--- config.mk ---
export PLATFORM = sky130hd
export DESIGN_NAME = dnsar_fifo
export DESIGN_NICKNAME = d
export VERILOG_FILES = /design/src/dnsar_pkg.sv /design/src/dnsar_fifo.sv
export SDC_FILE = /design/constraint.sdc
export NUM_CORES = 1
export LEC_CHECK = 0
export ABC_CLOCK_PERIOD_IN_PS = 3300
export BUFFER_PORTS_ARGS = -buffer_cell sky130_fd_sc_hd__buf_2
export CORE_ASPECT_RATIO = 0.5
export CORE_UTILIZATION = 30
export DETAILED_ROUTE_END_ITERATION = 6
export GPL_TIMING_DRIVEN = 0
export PLACE_DENSITY = 0.56
export SKIP_CTS_REPAIR_TIMING = 1
export SYNTH_ARGS = -nofsm -noshare
export SYNTH_HDL_FRONTEND = slang
export SYNTH_SLANG_ARGS = --single-unit
--- constraint.sdc ---
create_clock -name clk -period 3.3 [get_ports clk]
set_clock_uncertainty 0.05 [all_clocks]
set_input_delay 0.825 -clock clk [delete_from_list [all_inputs] [get_ports clk]]
set_output_delay 0.825 -clock clk [all_outputs]
set_load 0.03 [all_outputs]
--- src/dnsar_pkg.sv ---
// Shared types, constants and reply byte builder for the DNS A-record responder.
// No dependencies.
`default_nettype none
package dnsar_pkg;

	localparam int ENTRIES_DEF      = 8;
	localparam int NAME_BYTES_DEF   = 256;
	localparam int PACKET_BYTES_DEF = 512;
	localparam int QUEUE_DEPTH      = 4;
	localparam int HDR_BYTES        = 12;

	localparam logic [1:0] CMD_NAME  = 2'd0;
	localparam logic [1:0] CMD_ENTRY = 2'd1;
	localparam logic [1:0] CMD_PKT   = 2'd2;

	localparam logic [7:0] FLAGS_HI = 8'h81;
	localparam logic [7:0] FLAGS_LO = 8'h80;
	localparam logic [7:0] PTR_HI   = 8'hC0;
	localparam logic [7:0] PTR_LO   = 8'h0C;
	localparam logic [7:0] TTL_LO   = 8'h2C;
	localparam logic [7:0] RD_LEN   = 8'h04;
	localparam logic [7:0] DOT_CHAR = 8'h2E;

	localparam logic [4:0] HDR_LAST_STEP = 5'(HDR_BYTES - 1);
	localparam logic [4:0] ANS_LAST_STEP = 5'd16;

	typedef enum logic [2:0] {
		PH_HEADER,
		PH_LEN,
		PH_BODY,
		PH_TAIL,
		PH_DROP
	} phase_t;

	typedef enum logic [1:0] {
		FS_RUN,
		FS_LOOK,
		FS_EMIT
	} front_state_t;

	typedef enum logic [1:0] {
		JOB_ECHO,
		JOB_HEADER,
		JOB_ANSWER,
		JOB_ABORT
	} job_kind_t;

	// One queued reply job; addr carries the ID for a header job.
	typedef struct packed {
		job_kind_t   kind;
		logic [7:0]  data;
		logic [31:0] addr;
	} job_t;

	function automatic logic [4:0] job_last_step(job_kind_t k);
		logic [4:0] r;
		case (k)
			JOB_HEADER: r = HDR_LAST_STEP;
			JOB_ANSWER: r = ANS_LAST_STEP;
			default:    r = 5'd0;
		endcase
		return r;
	endfunction

	function automatic logic [7:0] job_byte(job_t j, logic [4:0] step);
		logic [7:0] r;
		r = 8'h00;
		case (j.kind)
			JOB_ECHO: r = j.data;
			JOB_HEADER: begin
				case (step)
					5'd0:    r = j.addr[15:8];
					5'd1:    r = j.addr[7:0];
					5'd2:    r = FLAGS_HI;
					5'd3:    r = FLAGS_LO;
					5'd5:    r = 8'h01;
					5'd7:    r = 8'h01;
					default: r = 8'h00;
				endcase
			end
			JOB_ANSWER: begin
				case (step)
					5'd0:    r = j.data;
					5'd1:    r = PTR_HI;
					5'd2:    r = PTR_LO;
					5'd4:    r = 8'h01;
					5'd6:    r = 8'h01;
					5'd9:    r = 8'h01;
					5'd10:   r = TTL_LO;
					5'd12:   r = RD_LEN;
					5'd13:   r = j.addr[31:24];
					5'd14:   r = j.addr[23:16];
					5'd15:   r = j.addr[15:8];
					5'd16:   r = j.addr[7:0];
					default: r = 8'h00;
				endcase
			end
			default: r = 8'h00;
		endcase
		return r;
	endfunction

endpackage
`default_nettype wire

--- src/dnsar_fifo.sv ---
// Short job queue between the parser front and the reply back end.
// Depends on dnsar_pkg.
`default_nettype none
module dnsar_fifo
	import dnsar_pkg::*;
(
	input  wire logic clk,
	input  wire logic arst_n,
	input  wire logic push,
	input  wire job_t push_job,
	input  wire logic pop,
	output job_t      head_job,
	output logic      full,
	output logic      empty
);
	localparam int AW = $clog2(QUEUE_DEPTH);

	job_t          mem_q [QUEUE_DEPTH];
	logic [AW:0]   wr_q;
	logic [AW:0]   rd_q;

	assign empty    = (wr_q == rd_q);
	assign full     = (wr_q[AW-1:0] == rd_q[AW-1:0]) && (wr_q[AW] != rd_q[AW]);
	assign head_job = mem_q[rd_q[AW-1:0]];

	always_ff @(posedge clk) begin
		if (push && !full) begin
			mem_q[wr_q[AW-1:0]] <= push_job;
		end
	end

	always_ff @(posedge clk or negedge arst_n) begin
		if (!arst_n) begin
			wr_q <= '0;
			rd_q <= '0;
		end else begin
			if (push && !full) begin
				wr_q <= wr_q + 1'b1;
			end
			if (pop && !empty) begin
				rd_q <= rd_q + 1'b1;
			end
		end
	end
endmodule
`default_nettype wire

==> reports/metrics.sh <==
POST-DP-HPWL_UM=7920
SYNTH.AREA.TOP_CELLS='sky130_fd_sc_hd__edfxtp_1 77%, sky130_fd_sc_hd__mux4_2 14%, sky130_fd_sc_hd__dfrtp_1 2.3%'
COUNT_LEADER_SYNTH='sky130_fd_sc_hd__edfxtp_1'
FINALWEIGHTEDCONGESTION=0.744
CLOCK_SINKS=174
FINAL_MIN_PERIOD_OVER_CLOCK_PERIOD_PCT=86.8
NETLIST_INSTANCES=268
CORE-AREA_UM2=21000
CRITICALPATHCATEGORY='reg2out'
CTS_TREE='yes'
WORSTSKEWPAIRLATENCY_PS=420
IRDROPWORSTVDD_V=0.000306
TIMING.FINAL.SETUP_VIOLATIONS=0
GRT_PASS1_VIAS=3275
MAPPEDNETLISTNETS=319
DRT_PRE_ANTENNA_ITERS=4
WORST_SETUP_PATH_END_KIND='output pin'
N_FILL_CELL=1875
INITIALDRTVIOLATIONCOUNT=121
DRT-VIAS-PER-INSTANCE=4.40
DIE_AREA_UM2=22500
FLOORPLAN.DIE.HEIGHT_UM=107
SYNTH-MAIN-FF-CELL='sky130_fd_sc_hd__edfxtp_1'
MAXSLEWVIOLCOUNT=0
DRCVIOLATIONCOUNT=0
AREA_DELTA_SYNTH_FINAL_PCT=23.2
CLK_TRANSITION_REPORTED_PATHS_PS=60
HTREE_LEVELS=4
YS_WARN_COUNT=0
HIGHEST_FANOUT_SEEN_ON_THE_CRITICAL_PATH=10
WORSTSETUPSTARTPOINTTYPE='flop'
DIE_X_EXTENT_UM=211
DRT.ANTENNA.VIOLATING_NETS=0
PLACEMENT.IO_BUFFERS=89
N_ANTENNA_CELL=0
POSTSYNTHAREAPERCELL_UM2=24.5
SEQ_AREA_FRAC_SYNTH_PCT=79.1
AGGREGATE_GLOBAL_ROUTE_RESOURCE_USAGE_PCT=11.7
NUM_ROWS=37
POST_ROUTE_CELLS_DRIVE_ABOVE_1_SHARE_PCT=48.0
FINAL_NUMBER_OF_HOLD_VIOLATING_ENDPOINTS=0
SEQUENTIAL_CELL_AREA_UM2=5190
FINALWIRELENGTH_UM=12200
SYNTHESIS.AREA_UM2=6560
SYNTH.LARGEST_AREA_CELL='sky130_fd_sc_hd__edfxtp_1'
TIMING.SLEW.HEADROOM_PCT=56.2
CTS.PATH.MAX_BUFFERS=2
ANTENNA_VIOLATIONS_BEFORE_REPAIR=0
VIAS=3016
CP.REQUIRED_PS=2420
DRV.MAX_CAP_VIOLATION_COUNT=0
TOP_LEVEL_PINS=90
CRITICAL_PATH_ARRIVAL_PS=1990
TRITONCTS_BUFFER_COUNT=17
GRT_SETUP_UNREPAIRED='false'
OUTCOME='completed'
FINAL_PERIOD_MINUS_WORST_SETUP_SLACK_PS=2860
FINAL_TOTAL_NEGATIVE_SETUP_SLACK_PS=0
GRT_MAX_DEGREE=32
LAYOUT.NETS=432
NETLIST.AREA_LEADER.SHARE_PCT=76.9
SETUP_WS_PS=436
P_LEAK_uW=0.00275
POST_SYNTH_NUM_CELL_TYPES=23
FMAX_MHz=349
CTSROOTBUFFERMASTER='sky130_fd_sc_hd__clkbuf_16'
DETAILEDPLACE.WORSTSLACK_PS=851
INITIAL_UTILIZATION_PCT=31.3
YOSYS_REGISTER_BITS=174
P_PER_AREA_nW_PER_UM2=975
SYNTH-EDFF-COUNT=168
FIRST_PASS_GRT_WIRE_LENGTH_UM=19000
HP-CLASS='in2async'
WL_PER_CELL_UM=17.8
YS_ASYNC_SR_FRACTION_PCT=3.45
MULTIINPUTGATEAREA_UM2=1300
GLOBALROUTE.TOTALOVERFLOW=0
LEADING_CELL_TYPES_BY_COUNT_AFTER_SYNTHESIS='168 x sky130_fd_sc_hd__edfxtp_1, 42 x sky130_fd_sc_hd__mux4_2, 6 x sky130_fd_sc_hd__dfrtp_1'
WORSTMARGINPINSLEW_PS=657
## flip-flops by register name, summed over array words and instances (netlist names)
name and flops:
mem_q 168, rd_q 3, wr_q 3
## metal layers
layer  GRT usage [%]  part of all wire, %  vias to the layer above
li1                -                    -                     1367
met4            4.19                 0.93                        0
met5               0                    0                        -
met2            19.8                   52                       38
met1            14.3                   44                     1599
met3            3.60                  3.0                       12
## kinds of logic after synthesis
group	synth area share (%)
xor gates and xnor gates	1.54
buffers and inverters	1.28
AOI/OAI and AO/OA	1.72
adders and majority gates	0.953
DFF	79.1
and+or+nand+nor	0.953
muxes	14.4
## power by group
| part | internal, uW | total, uW | leakage (uW) | switching [uW] |
|---|---|---|---|---|
| combinational | 1050 | 2840 | 0.000859 | 1780 |
| clock | 1130 | 1970 | 0.000276 | 848 |
| sequential | 2940 | 3070 | 0.00161 | 134 |
## metrics by stage
stage | instance area [um2] | total power (uW) | cells | util, % | hold slack [ps]
2_1_floorplan | 6560 | 5160 | 268 | - | 479
3_3_place_gp | 7370 | 5950 | 649 | 35.2 | 523
3_5_place_dp | 7500 | 6040 | 654 | 35.8 | 544
4_1_cts | 8090 | 8030 | 686 | 38.6 | 155
5_1_grt | 8090 | 8280 | 686 | 38.6 | 160
6_report | 8090 | 7880 | 686 | 38.6 | 172
## final cells by class
class / count / area share (%)
timing repair buffer: 94 / 6.93
clock buffer: 17 / 5.26
inverter: 4 / 0.186
tap: 292 / 4.52
multi-input combinational: 80 / 16.0
buffer: 10 / 0.851
sequential: 174 / 64.2
clock inverter: 15 / 1.97
## path summary, 6_finish.rpt
| kind | slack [ps] | endpoint | startpoint | cells past startpoint |
|---|---|---|---|---|
| min reg2reg | 550 | rd_q[2] | rd_q[2] | 2 |
| max | 440 | head_job[32] | rd_q[0] | 4 |
| min in group clk | 550 | rd_q[2] | rd_q[2] | 2 |
| min | 170 | wr_q[1] | arst_n | 1 |
| max in group asynchronous | 2870 | rd_q[0] | arst_n | 1 |
| max reg2reg | 1170 | mem_q[3][26] | wr_q[1] | 4 |
## critical path, cell delays in order (launching register included)
cell and delay (ps):
sky130_fd_sc_hd__dfrtp_1 360, sky130_fd_sc_hd__buf_6 180, sky130_fd_sc_hd__buf_4 260, sky130_fd_sc_hd__mux4_2 560
sky130_fd_sc_hd__buf_2 200
## layout by cell type, fill, tap and decap left out, drive strengths merged
master | synthesis | routed
a211oi | 2 | 2
a21boi | 1 | 1
a21oi | 4 | 4
a31oi | 1 | 1
and3 | 3 | 3
buf | 10 | 104
bufinv | 0 | 2
clkbuf | 0 | 17
clkinv | 0 | 3
clkinvlp | 0 | 4
dfrtp | 6 | 6
edfxtp | 168 | 168
ha | 5 | 5
inv | 4 | 10
mux4 | 42 | 42
nand2 | 3 | 3
nand2b | 2 | 2
nand3 | 1 | 1
nor3 | 2 | 2
o31ai | 5 | 5
xnor2 | 5 | 5
xor2 | 4 | 4
(Power assumes the default switching activity.)
