**config.mk**
```make
export PLATFORM = sky130hd
export DESIGN_NAME = dnsar_back
export DESIGN_NICKNAME = d
export VERILOG_FILES = /design/src/dnsar_pkg.sv /design/src/dnsar_back.sv
export SDC_FILE = /design/constraint.sdc
export NUM_CORES = 1
export LEC_CHECK = 0
export BUFFER_PORTS_ARGS = -buffer_cell sky130_fd_sc_hd__buf_2
export CAP_MARGIN = 10
export CORE_MARGIN = 10
export CORE_UTILIZATION = 50
export DETAILED_ROUTE_END_ITERATION = 8
export PLACE_DENSITY = 0.81
export SLEW_MARGIN = 25
export SYNTH_ARGS = -nofsm -noshare
export SYNTH_HDL_FRONTEND = slang
export SYNTH_SLANG_ARGS = --single-unit
```
**constraint.sdc**
```tcl
create_clock -name clk -period 2.75 [get_ports clk]
set_input_delay 0.4125 -clock clk [delete_from_list [all_inputs] [get_ports clk]]
set_output_delay 0.4125 -clock clk [all_outputs]
set_load 0.02 [all_outputs]
```
**src/dnsar_pkg.sv**
```systemverilog
// Shared types, constants and reply byte builder for the DNS A-record responder.
// No dependencies.
`default_nettype none
package dnsar_pkg;

	localparam int ENTRIES_DEF      = 8;
	localparam int NAME_BYTES_DEF   = 256;
	localparam int PACKET_BYTES_DEF = 512;
	localparam int QUEUE_DEPTH      = 4;
	localparam int HDR_BYTES        = 12;

	localparam logic [1:0] CMD_NAME  = 2'd0;
	localparam logic [1:0] CMD_ENTRY = 2'd1;
	localparam logic [1:0] CMD_PKT   = 2'd2;

	localparam logic [7:0] FLAGS_HI = 8'h81;
	localparam logic [7:0] FLAGS_LO = 8'h80;
	localparam logic [7:0] PTR_HI   = 8'hC0;
	localparam logic [7:0] PTR_LO   = 8'h0C;
	localparam logic [7:0] TTL_LO   = 8'h2C;
	localparam logic [7:0] RD_LEN   = 8'h04;
	localparam logic [7:0] DOT_CHAR = 8'h2E;

	localparam logic [4:0] HDR_LAST_STEP = 5'(HDR_BYTES - 1);
	localparam logic [4:0] ANS_LAST_STEP = 5'd16;

	typedef enum logic [2:0] {
		PH_HEADER,
		PH_LEN,
		PH_BODY,
		PH_TAIL,
		PH_DROP
	} phase_t;

	typedef enum logic [1:0] {
		FS_RUN,
		FS_LOOK,
		FS_EMIT
	} front_state_t;

	typedef enum logic [1:0] {
		JOB_ECHO,
		JOB_HEADER,
		JOB_ANSWER,
		JOB_ABORT
	} job_kind_t;

	// One queued reply job; addr carries the ID for a header job.
	typedef struct packed {
		job_kind_t   kind;
		logic [7:0]  data;
		logic [31:0] addr;
	} job_t;

	function automatic logic [4:0] job_last_step(job_kind_t k);
		logic [4:0] r;
		case (k)
			JOB_HEADER: r = HDR_LAST_STEP;
			JOB_ANSWER: r = ANS_LAST_STEP;
			default:    r = 5'd0;
		endcase
		return r;
	endfunction

	function automatic logic [7:0] job_byte(job_t j, logic [4:0] step);
		logic [7:0] r;
		r = 8'h00;
		case (j.kind)
			JOB_ECHO: r = j.data;
			JOB_HEADER: begin
				case (step)
					5'd0:    r = j.addr[15:8];
					5'd1:    r = j.addr[7:0];
					5'd2:    r = FLAGS_HI;
					5'd3:    r = FLAGS_LO;
					5'd5:    r = 8'h01;
					5'd7:    r = 8'h01;
					default: r = 8'h00;
				endcase
			end
			JOB_ANSWER: begin
				case (step)
					5'd0:    r = j.data;
					5'd1:    r = PTR_HI;
					5'd2:    r = PTR_LO;
					5'd4:    r = 8'h01;
					5'd6:    r = 8'h01;
					5'd9:    r = 8'h01;
					5'd10:   r = TTL_LO;
					5'd12:   r = RD_LEN;
					5'd13:   r = j.addr[31:24];
					5'd14:   r = j.addr[23:16];
					5'd15:   r = j.addr[15:8];
					5'd16:   r = j.addr[7:0];
					default: r = 8'h00;
				endcase
			end
			default: r = 8'h00;
		endcase
		return r;
	endfunction

endpackage
`default_nettype wire

```
**src/dnsar_back.sv**
```systemverilog
// Reply back end: expands queued jobs into reply bytes behind an output register.
// Depends on dnsar_pkg.
`default_nettype none
module dnsar_back
	import dnsar_pkg::*;
(
	input  wire logic clk,
	input  wire logic arst_n,
	input  wire job_t head_job,
	input  wire logic empty,
	output logic      pop,
	output logic      out_valid,
	input  wire logic out_stall,
	output logic [7:0] reply_byte,
	output logic      reply_last,
	output logic      aborted
);
	logic [4:0] step_q;
	logic       adv;
	logic       at_last;

	assign adv     = !out_valid || !out_stall;
	assign at_last = (step_q == job_last_step(head_job.kind));
	assign pop     = adv && !empty && at_last;

	always_ff @(posedge clk or negedge arst_n) begin
		if (!arst_n) begin
			out_valid <= 1'b0;
			step_q    <= '0;
		end else if (adv) begin
			out_valid <= !empty;
			if (!empty) begin
				step_q <= at_last ? 5'd0 : step_q + 5'd1;
			end
		end
	end

	always_ff @(posedge clk) begin
		if (adv && !empty) begin
			reply_byte <= job_byte(head_job, step_q);
			reply_last <= (head_job.kind == JOB_ABORT) ||
				((head_job.kind == JOB_ANSWER) && at_last);
			aborted    <= (head_job.kind == JOB_ABORT);
		end
	end
endmodule
`default_nettype wire

```
==> flow_summary.toml, run 1 <==
[run_status]
status = "finished clean"

[route]
dr.pass1.iters = 4
num_vias = 1519
routed_wl_um = 4438
drt_iter0_markers = 124
ant_nets = 0
drc = 0
wl_per_cell_um = 17.27
via_per_inst = 5.911

[sta]
max_freq_mhz = 406.8
setup_ws_ns = 0.2917
worstMarginPinSlew_ns = 0.7318
finalSetupTns_ns = 0
setup_violations = 0
max_slew_margin = 0.5121
fin_crit_ns = 2.458
finalHoldViolCount = 0
rsz0062_at_grt = "no"
fin_crit_sh = 0.8939
drv_slew = 0
fin_skew_ns = 0.0005861

[floorplan]
start_util = 0.5272
core.rowCount = 20
io_pins = 58
die_x_um = 76.97
dieHeight_um = 76.97
fp.coreArea_sq_mm = 0.003078
dieArea_sq_mm = 0.005924

[clock_tree]
cts-root-buf = "clkbuf_4"
htree_levels = 1
clkLatencyLatePin_ns = 0.30
clkTransAtPathRegs_ns = 0.09
cts_inserted_buffers = 3
clockBufferDepth = 2
tritoncts = "done"
cts.sinks = 16
postCtsSetupBuffers = 0

[layout]
final_area_sq_mm = 0.001868
seq_area_sq_um = 450.4
syn_to_final_growth_pct = 15.11
layoutNonFillerInstCount = 257
fin_util = 0.6069
multi_input_comb_area_sq_mm = 0.001007
nFillCells = 286
drive_above_1_share = 0.4038
nets = 265
final_common_cell = "buf_2"
mostFrequentLayoutCells = "buf_2, nand2_1, mux2i_1, edfxtp_1, a22o_2"
diodes = 0

[yosys]
yosys.area.top_type = "edfxtp_1"
yosysTopAreaCellShare = 0.1850
ys_warn_count = 0
synth_nets = 214
synth_cell_types = 55
synth_edf_count = 10
synth-seq-cells = 16
syn-cell-area_sq_mm = 0.001623
avgSynthCellArea_sq_um = 9.956
dominantRegCellSynth = "edfxtp_1"
synth.area.top_cells = "edfxtp_1, dfrtp_1, mux2i_1"
async_flop_share = 0.3750
synth_seq_area_share = 0.2776
synthCells = 163

[place]
place_inst = 252
hpwlAfterDp_um = 3543
portBuffers = 57
gp_congestion = 0.8505
placed_area_sq_mm = 0.001832
dp_slack_ns = 0.5010

[run]
maxCapViolCount = 0

[global_routing]
antenna_found_initial = 0
grt_first_pass_wirelength_um = 7541
overflow = 0
track_usage = 0.1485
grt_max_degree = 24
grt_pass1_vias = 1519

[power]
power_density_mw_per_mm2 = 709.3
leakage_nw = 0.7825
peakVddDrop_uv = 423.2

[critical_path]
slowest_delay_ns = 0.83
required_ns = 2.34
arrival_ns = 2.05
worst_setup_path_end_kind = "primary output"
critPathLaunchType = "flop"
slowest_stage = "dfrtp_1"
worstPathMaxFanout = 23
worstPathCellList = "and3_2 -> mux2i_1 -> nor4_1 -> buf_2"
worstSetupPathType = "reg2out"

[min_path]
hp-class = "in2reg"
==> critical path: cells and delay by family (launching register included) <==
| family | cells | cell delay [ns] |
|---|---|---|
| multiplexers | 1 | 0.12 |
| AND/OR/NAND/NOR | 2 | 0.58 |
| buffers and inverters | 1 | 0.22 |
| flip-flops | 1 | 0.83 |
==> state kept, by name (all words and copies together), names as in the netlist <==
name	flops
reply_byte	8
step_q	5
aborted	1
out_valid	1
reply_last	1
==> cell usage after synthesis, drive strengths merged (2+ instances only) <==
library cell	number
a2111oi	2
o21a	3
nor3	7
and4bb	2
o22ai	2
a22oi	3
dfrtp	6
nor2	6
nand2	17
or2	2
edfxtp	10
nand2b	4
ha	5
o21ai	8
and2	3
o32ai	6
o311ai	3
nor2b	2
buf	10
mux2i	12
a221oi	4
and4b	2
inv	5
a211oi	2
nor4b	3
clkbuf	4
and3	2
a22o	9
a21oi	4
==> repair_timing <==
| item | CTS | global route |
|---|---|---|
| hold buffers | 1 | 0 |
| endpoints found under the hold margin | 6 | 0 |
| resized for setup | 0 | 0 |
==> final cells by class <==
class | instances | area share
timing repair buffer | 60 | 0.1661
clock inverter | 1 | 0.002009
clock buffer | 3 | 0.01206
multi-input combinational | 128 | 0.5392
inverter | 5 | 0.01005
tap | 44 | 0.02947
sequential | 16 | 0.2411
==> kinds of logic after synthesis <==
kind of cell    Yosys count  synth area share
flops                    16            0.2776
buf+inv                  19            0.1018
compound gates           52            0.2660
xor+xnor                  1          0.005398
mux                      13           0.08096
simple gates             57            0.2298
fa+ha+maj                 5           0.03855
==> stage by stage <==
stage          hold slack, ns  power, mW
3_5_place_dp           0.2460      1.184
5_1_grt                0.2677      1.426
6_report               0.2633      1.325
3_3_place_gp           0.2459      1.181
4_1_cts                0.2633      1.318
2_1_floorplan          0.1169      1.079
==> path summary, 6_finish.rpt <==
check	start	cells past startpoint	end	slack [ns]
worst min register to register	out_valid	2	out_valid	0.51
worst max register to register	step_q[4]	6	reply_byte[0]	0.47
max in group asynchronous	arst_n	2	step_q[2]	2.15
worst max-delay path	step_q[3]	4	pop	0.29
min in group asynchronous	arst_n	2	out_valid	0.46
worst min-delay path	empty	2	out_valid	0.26
==> metal layers <==
layer / routed length [um] / global-route usage
met5: 0 / 0
met1: 1879 / 0.1978
met3: 413 / 0.04662
met2: 2106 / 0.2277
met4: 38 / 0.03285
==> where the power goes <==
part	switching (mW)	total (mW)	internal, mW
Sequential	0.116	0.417	0.301
Clock	0.0805	0.134	0.0530
Combinational	0.422	0.774	0.352
Total	0.619	1.33	0.706
Power figures use the tool's default switching activity.
==> run 2, diff against run 1 <==
- ABC_AREA: unset -> 1
==> run 2 against run 1 <==
Compared with the run above: sequential share of layout area is 0.99 points lower; area after synthesis is 0.23% lower; via count up 19%; synthesized cell count up 53%; critical path type is now reg2reg; cell area rose by 4.3%; largest power group unchanged; die area decreased by 0.17%; critical endpoint is now reply_byte[0].
==> flow_summary.toml, run 2 <==
[global_routing]
grt_first_pass_wirelength_um = 8045
track_usage = 0.1580
overflow = 0
grt_pass1_vias = 1783
antenna_found_initial = 0
grt_max_degree = 16

[min_path]
holdPathEnd = "out_valid"
min_path_cells = 2
hp-class = "in2reg"
min-delay-start = "empty"

[sta]
drv_slew = 0
fin_crit_sh = 0.8269
finalHoldViolCount = 0
max_slew_margin = 0.5014
max_freq_mhz = 439.7
setup_violations = 0
finalSetupTns_ns = 0
rsz0062_at_grt = "no"
worstMarginPinSlew_ns = 0.7451
fin_crit_ns = 2.274
holdWs_ns = 0.2987
fin_skew_ns = 0.002855

[yosys]
yosys.area.top_type = "edfxtp_1"
yosysTopAreaCellShare = 0.1855
ys_warn_count = 0
async_flop_share = 0.3750
synth_most_common_cell = "nand2_1"
syn-cell-area_sq_mm = 0.001619
avgSynthCellArea_sq_um = 6.476
synth_seq_area_share = 0.2782
synth_edf_count = 10
synthCells = 250
synth-seq-cells = 16
synth.area.top_cells = "edfxtp_1, nand2_1, nand3_1"
dominantRegCellSynth = "edfxtp_1"
synth_nets = 301
synth_cell_types = 26
synth_commonest_cells = "nand2_1, nand3_1, nor2_1"

[floorplan]
io_pins = 58
dieArea_sq_mm = 0.005914
fp.coreArea_sq_mm = 0.003078
die_x_um = 76.91
dieHeight_um = 76.91
core.rowCount = 20
start_util = 0.5260

[layout]
drive_above_1_share = 0.2964
diodes = 0
layoutNonFillerInstCount = 351
regMostFlops = "reply_byte"
mostFrequentLayoutCells = "nand2_1, buf_2, nand3_1, nor2_1, inv_1"
nets = 359
largest_registers = "reply_byte (8), step_q (5)"
syn_to_final_growth_pct = 20.32
final_common_cell = "nand2_1"
largest_register_ffs = 8

[power]
peakVddDrop_uv = 404.4
power_density_mw_per_mm2 = 772.7
leakage_nw = 1.072

[route]
wl_per_cell_um = 13.53
dr.pass1.iters = 4
routed_wl_um = 4749
ant_nets = 0
via_per_inst = 5.131
num_vias = 1801
drt_iter0_markers = 192
drc = 0

[clock_tree]
cts.sinks = 16
cts_inserted_buffers = 3
clkTransAtPathRegs_ns = 0.09
postCtsSetupBuffers = 0
cts_resized = 0
clkLatencyLatePin_ns = 0.28
clockBufferDepth = 2
tritoncts = "done"
htree_levels = 1
cts-root-buf = "clkbuf_4"

[run_status]
status = "finished clean"

[critical_path]
worstPathMaxFanout = 12
worstReg2RegStart = "step_q[0]"
regToRegSetupSlack_ns = 0.48
worst_setup_path_end_kind = "flop"
worstSetupPathType = "reg2reg"
critPathLaunchType = "flop"
arrival_ns = 2.43
reg2regPathDepth = 10
r2r_end = "reply_byte[0]"
required_ns = 2.90

[place]
portBuffers = 57
place_inst = 346
gp_congestion = 0.9196
hpwlAfterDp_um = 3912

[run]
maxCapViolCount = 0
==> run 2: where the power goes <==
| part | internal, mW | switching, mW |
|---|---|---|
| Sequential | 0.319 | 0.0629 |
| Combinational | 0.315 | 0.686 |
| Clock | 0.0527 | 0.0694 |
==> run 2: critical path, cell delays in order, from the launching register on <==
cell     delay, ns
dfrtp_1       0.43
inv_1         0.14
ha_1          0.18
inv_1         0.06
nor2_1        0.57
nand2_1       0.29
nand3_1       0.18
nor2_2        0.06
nand2_4       0.09
nand3_1       0.07
nand2_1       0.07
==> run 2: cell type report <==
class,instances,area (sq um)
multi-input combinational,194,985.9
fill,305,1130
inverter,34,127.6
timing repair buffer,59,302.8
clock buffer,3,22.52
sequential,16,450.4
tap,44,55.05
clock inverter,1,3.754
==> run 2: how the worst max path moves through the flow <==
stage                    from            end  slack, ns  cells past startpoint
floorplan           step_q[0]  reply_byte[6]       1.11                     10
global placement    step_q[0]  reply_byte[2]       0.64                     10
detailed placement  step_q[0]  reply_byte[2]       0.54                     10
CTS                 step_q[0]  reply_byte[6]       0.50                     10
global route        step_q[0]  reply_byte[0]       0.20                     10
finish              step_q[0]  reply_byte[0]       0.48                     10
==> run 2: cells by family (layout without fill, tap and decap cells) <==
| kind of cell | count (synthesis) | count (layout) | share of synthesized area |
|---|---|---|---|
| flip-flops | 16 | 16 | 0.2782 |
| buffers and inverters | 40 | 97 | 0.1128 |
| AO/OA/AOI/OAI | 26 | 26 | 0.09428 |
| adder cells (fa/ha/maj) | 5 | 5 | 0.03864 |
| XOR/XNOR | 2 | 2 | 0.01082 |
| AND/OR/NAND/NOR | 161 | 161 | 0.4652 |
==> run 2: repair_timing <==
action	in CTS	in global routing
setup endpoints to repair	0	0
hold endpoints to repair	6	0
hold buffers	1	0
==> run 2: metal layers <==
layer | wire length [um] | global-route usage | vias up
li1 | - | - | 926
met1 | 2012 | 0.1853 | 801
met2 | 2357 | 0.2833 | 70
met3 | 328 | 0.03497 | 4
met4 | 51 | 0.03532 | 0
met5 | 0 | 0 | -
==> run 2: per-stage QoR <==
step	area [sq um]	setup WS (ns)	util	total power, mW
5_1_grt	1948	0.1957	0.6329	1.655
3_3_place_gp	1912	0.6355	0.6211	1.366
3_5_place_dp	1912	0.5367	0.6211	1.376
4_1_cts	1948	0.5032	0.6329	1.504
6_report	1948	0.4760	0.6329	1.505
2_1_floorplan	1619	1.115	-	1.176
==> run 3, diff against run 2 <==
- clock period: 2.75 -> 2.1 ns (I/O delays scaled with it)
==> run 3 against run 2 <==
Compared with the run above: non-clock buffer count is 2 higher; routed wire length is 6.2% higher; combinational power is 40% higher; critical endpoint is now pop; flip-flop and latch count stayed put; worst setup slack worse by 0.30 ns; hold slack worse by 0.11 ns; critical path depth is 4 lower; register-to-register slack worse by 0.28 ns.
==> flow_summary.toml, run 3 (synthesis results as in run 2) <==
[run_status]
status = "finished clean"

[layout]
final_common_cell = "nand2_1"
nets = 361
largest_registers = "reply_byte (8), step_q (5)"
drive_above_1_share = 0.3074
regMostFlops = "reply_byte"
largest_register_ffs = 8
mostFrequentLayoutCells = "nand2_1, buf_2, nand3_1, nor2_1, inv_1"
diodes = 0
syn_to_final_growth_pct = 22.33
final_area_sq_mm = 0.001981
fin_util = 0.6435

[global_routing]
grt_pass1_vias = 1800
grt_max_degree = 21
antenna_found_initial = 0
grt_first_pass_wirelength_um = 8155
track_usage = 0.1618
overflow = 0

[critical_path]
worstSetupPathType = "reg2out"
critPathMostFrequentCell = "nor2_2"
critPathLaunchType = "flop"
required_ns = 1.78
worst_setup_path_end_kind = "primary output"
worstPathMaxFanout = 12
worstPathCellList = "inv_2 -> nor2_2 -> nor2_2 -> nand4_4 -> nor2_1 -> buf_2"
slowest_delay_ns = 0.49
slowest_stage = "dfrtp_1"
arrival_ns = 1.61

[floorplan]
io_pins = 58
fp.coreArea_sq_mm = 0.003078
die_x_um = 76.91
core.rowCount = 20
dieArea_sq_mm = 0.005914
dieHeight_um = 76.91
start_util = 0.5260

[sta]
setup_ws_ns = 0.1795
fin_crit_sh = 0.9145
rsz0062_at_grt = "no"
max_slew_margin = 0.6461
fin_skew_ns = 0.006161
worstMarginPinSlew_ns = 0.5290
drv_slew = 0
max_freq_mhz = 520.7
setup_violations = 0
fin_crit_ns = 1.920
finalSetupTns_ns = 0
finalHoldViolCount = 0

[power]
leakage_nw = 1.084
power.share.switching = 0.5451
peakVddDrop_uv = 645.4
power_frac_seq = 0.237
power_density_mw_per_mm2 = 1037
internal-power_mw = 0.9344
p_clk_frac = 0.084
switchingPower_mw = 1.120
power_frac_comb = 0.680

[clock_tree]
clkTransAtPathRegs_ns = 0.09
cts-root-buf = "clkbuf_4"
cts_inserted_buffers = 3
tritoncts = "done"
clockBufferDepth = 2
clkLatencyLatePin_ns = 0.29
htree_levels = 1
cts.sinks = 16

[route]
num_vias = 1846
drt_iter0_markers = 137
dr.pass1.iters = 4
wl_per_cell_um = 14.29
routed_wl_um = 5043
ant_nets = 0
via_per_inst = 5.229
drc = 0

[place]
hpwlAfterDp_um = 4081
dp_slack_ns = 0.1295
portBuffers = 57
gp_congestion = 0.9625
placed_area_sq_mm = 0.001927

[run]
maxCapViolCount = 0

[min_path]
hp-class = "in2reg"
[run 3: cell count changes in the layout (fill, tap and decap cells not counted), sizes merged]
cell	delta
buf	+2
[run 3: timing repair]
| item | in CTS | in global routing |
|---|---|---|
| setup buffers | 0 | 0 |
| setup endpoints to repair | 0 | 8 |
| hold buffers | 1 | 0 |
| resized for setup | 0 | 5 |
| hold endpoints to repair | 6 | 0 |
[run 3: critical path: cells and delay by family (launching register included)]
family / cells / cell delay [ns]
flip-flops: 1 / 0.49
AND/OR/NAND/NOR: 4 / 0.45
buffers and inverters: 2 / 0.39
[run 3: through the flow]
step	cells	hold slack, ns	power, mW
detailed placement	348	0.1469	1.831
global placement	348	0.1442	1.811
CTS	353	0.1923	2.002
finish	353	0.1936	2.054
global route	353	0.1847	2.251
floorplan	250	0.01941	1.540
[run 3: area by class of cell]
class / instances / area, sq um
Clock inverter: 1 / 3.754
Timing Repair Buffer: 61 / 317.8
Inverter: 34 / 127.6
Clock buffer: 3 / 22.52
Fill cell: 301 / 1097
Sequential cell: 16 / 450.4
Multi-Input combinational cell: 194 / 1003
Tap cell: 44 / 55.05
[run 3: worst paths after layout]
| path | startpoint | to | slack [ns] | cells past startpoint |
|---|---|---|---|---|
| hold reg to reg | out_valid | out_valid | 0.52 | 2 |
| min in group asynchronous | arst_n | out_valid | 0.36 | 2 |
| setup reg to reg | step_q[0] | reply_byte[3] | 0.20 | 11 |
| hold / removal | empty | out_valid | 0.19 | 2 |
| max in group asynchronous | arst_n | step_q[3] | 1.60 | 2 |
| setup / recovery | step_q[4] | pop | 0.18 | 6 |
[run 3: metal layers]
metal,track usage,wire (um),up-vias,part of all wire
met5,0,0,-,0
met4,0.03717,114,0,0.023
met3,0.04662,397,10,0.079
met2,0.2816,2477,89,0.49
met1,0.1899,2054,818,0.41
li1,-,-,929,-
[run 3: power by group through the flow]
stage          Sequential (mW)  Combinational [mW]  Clock, mW
6_report                 0.486                1.40      0.172
5_1_grt                  0.493                1.57      0.191
4_1_cts                  0.476                1.36      0.171
3_5_place_dp             0.481                1.35          0
3_3_place_gp             0.479                1.33          0
2_1_floorplan            0.513                1.03          0
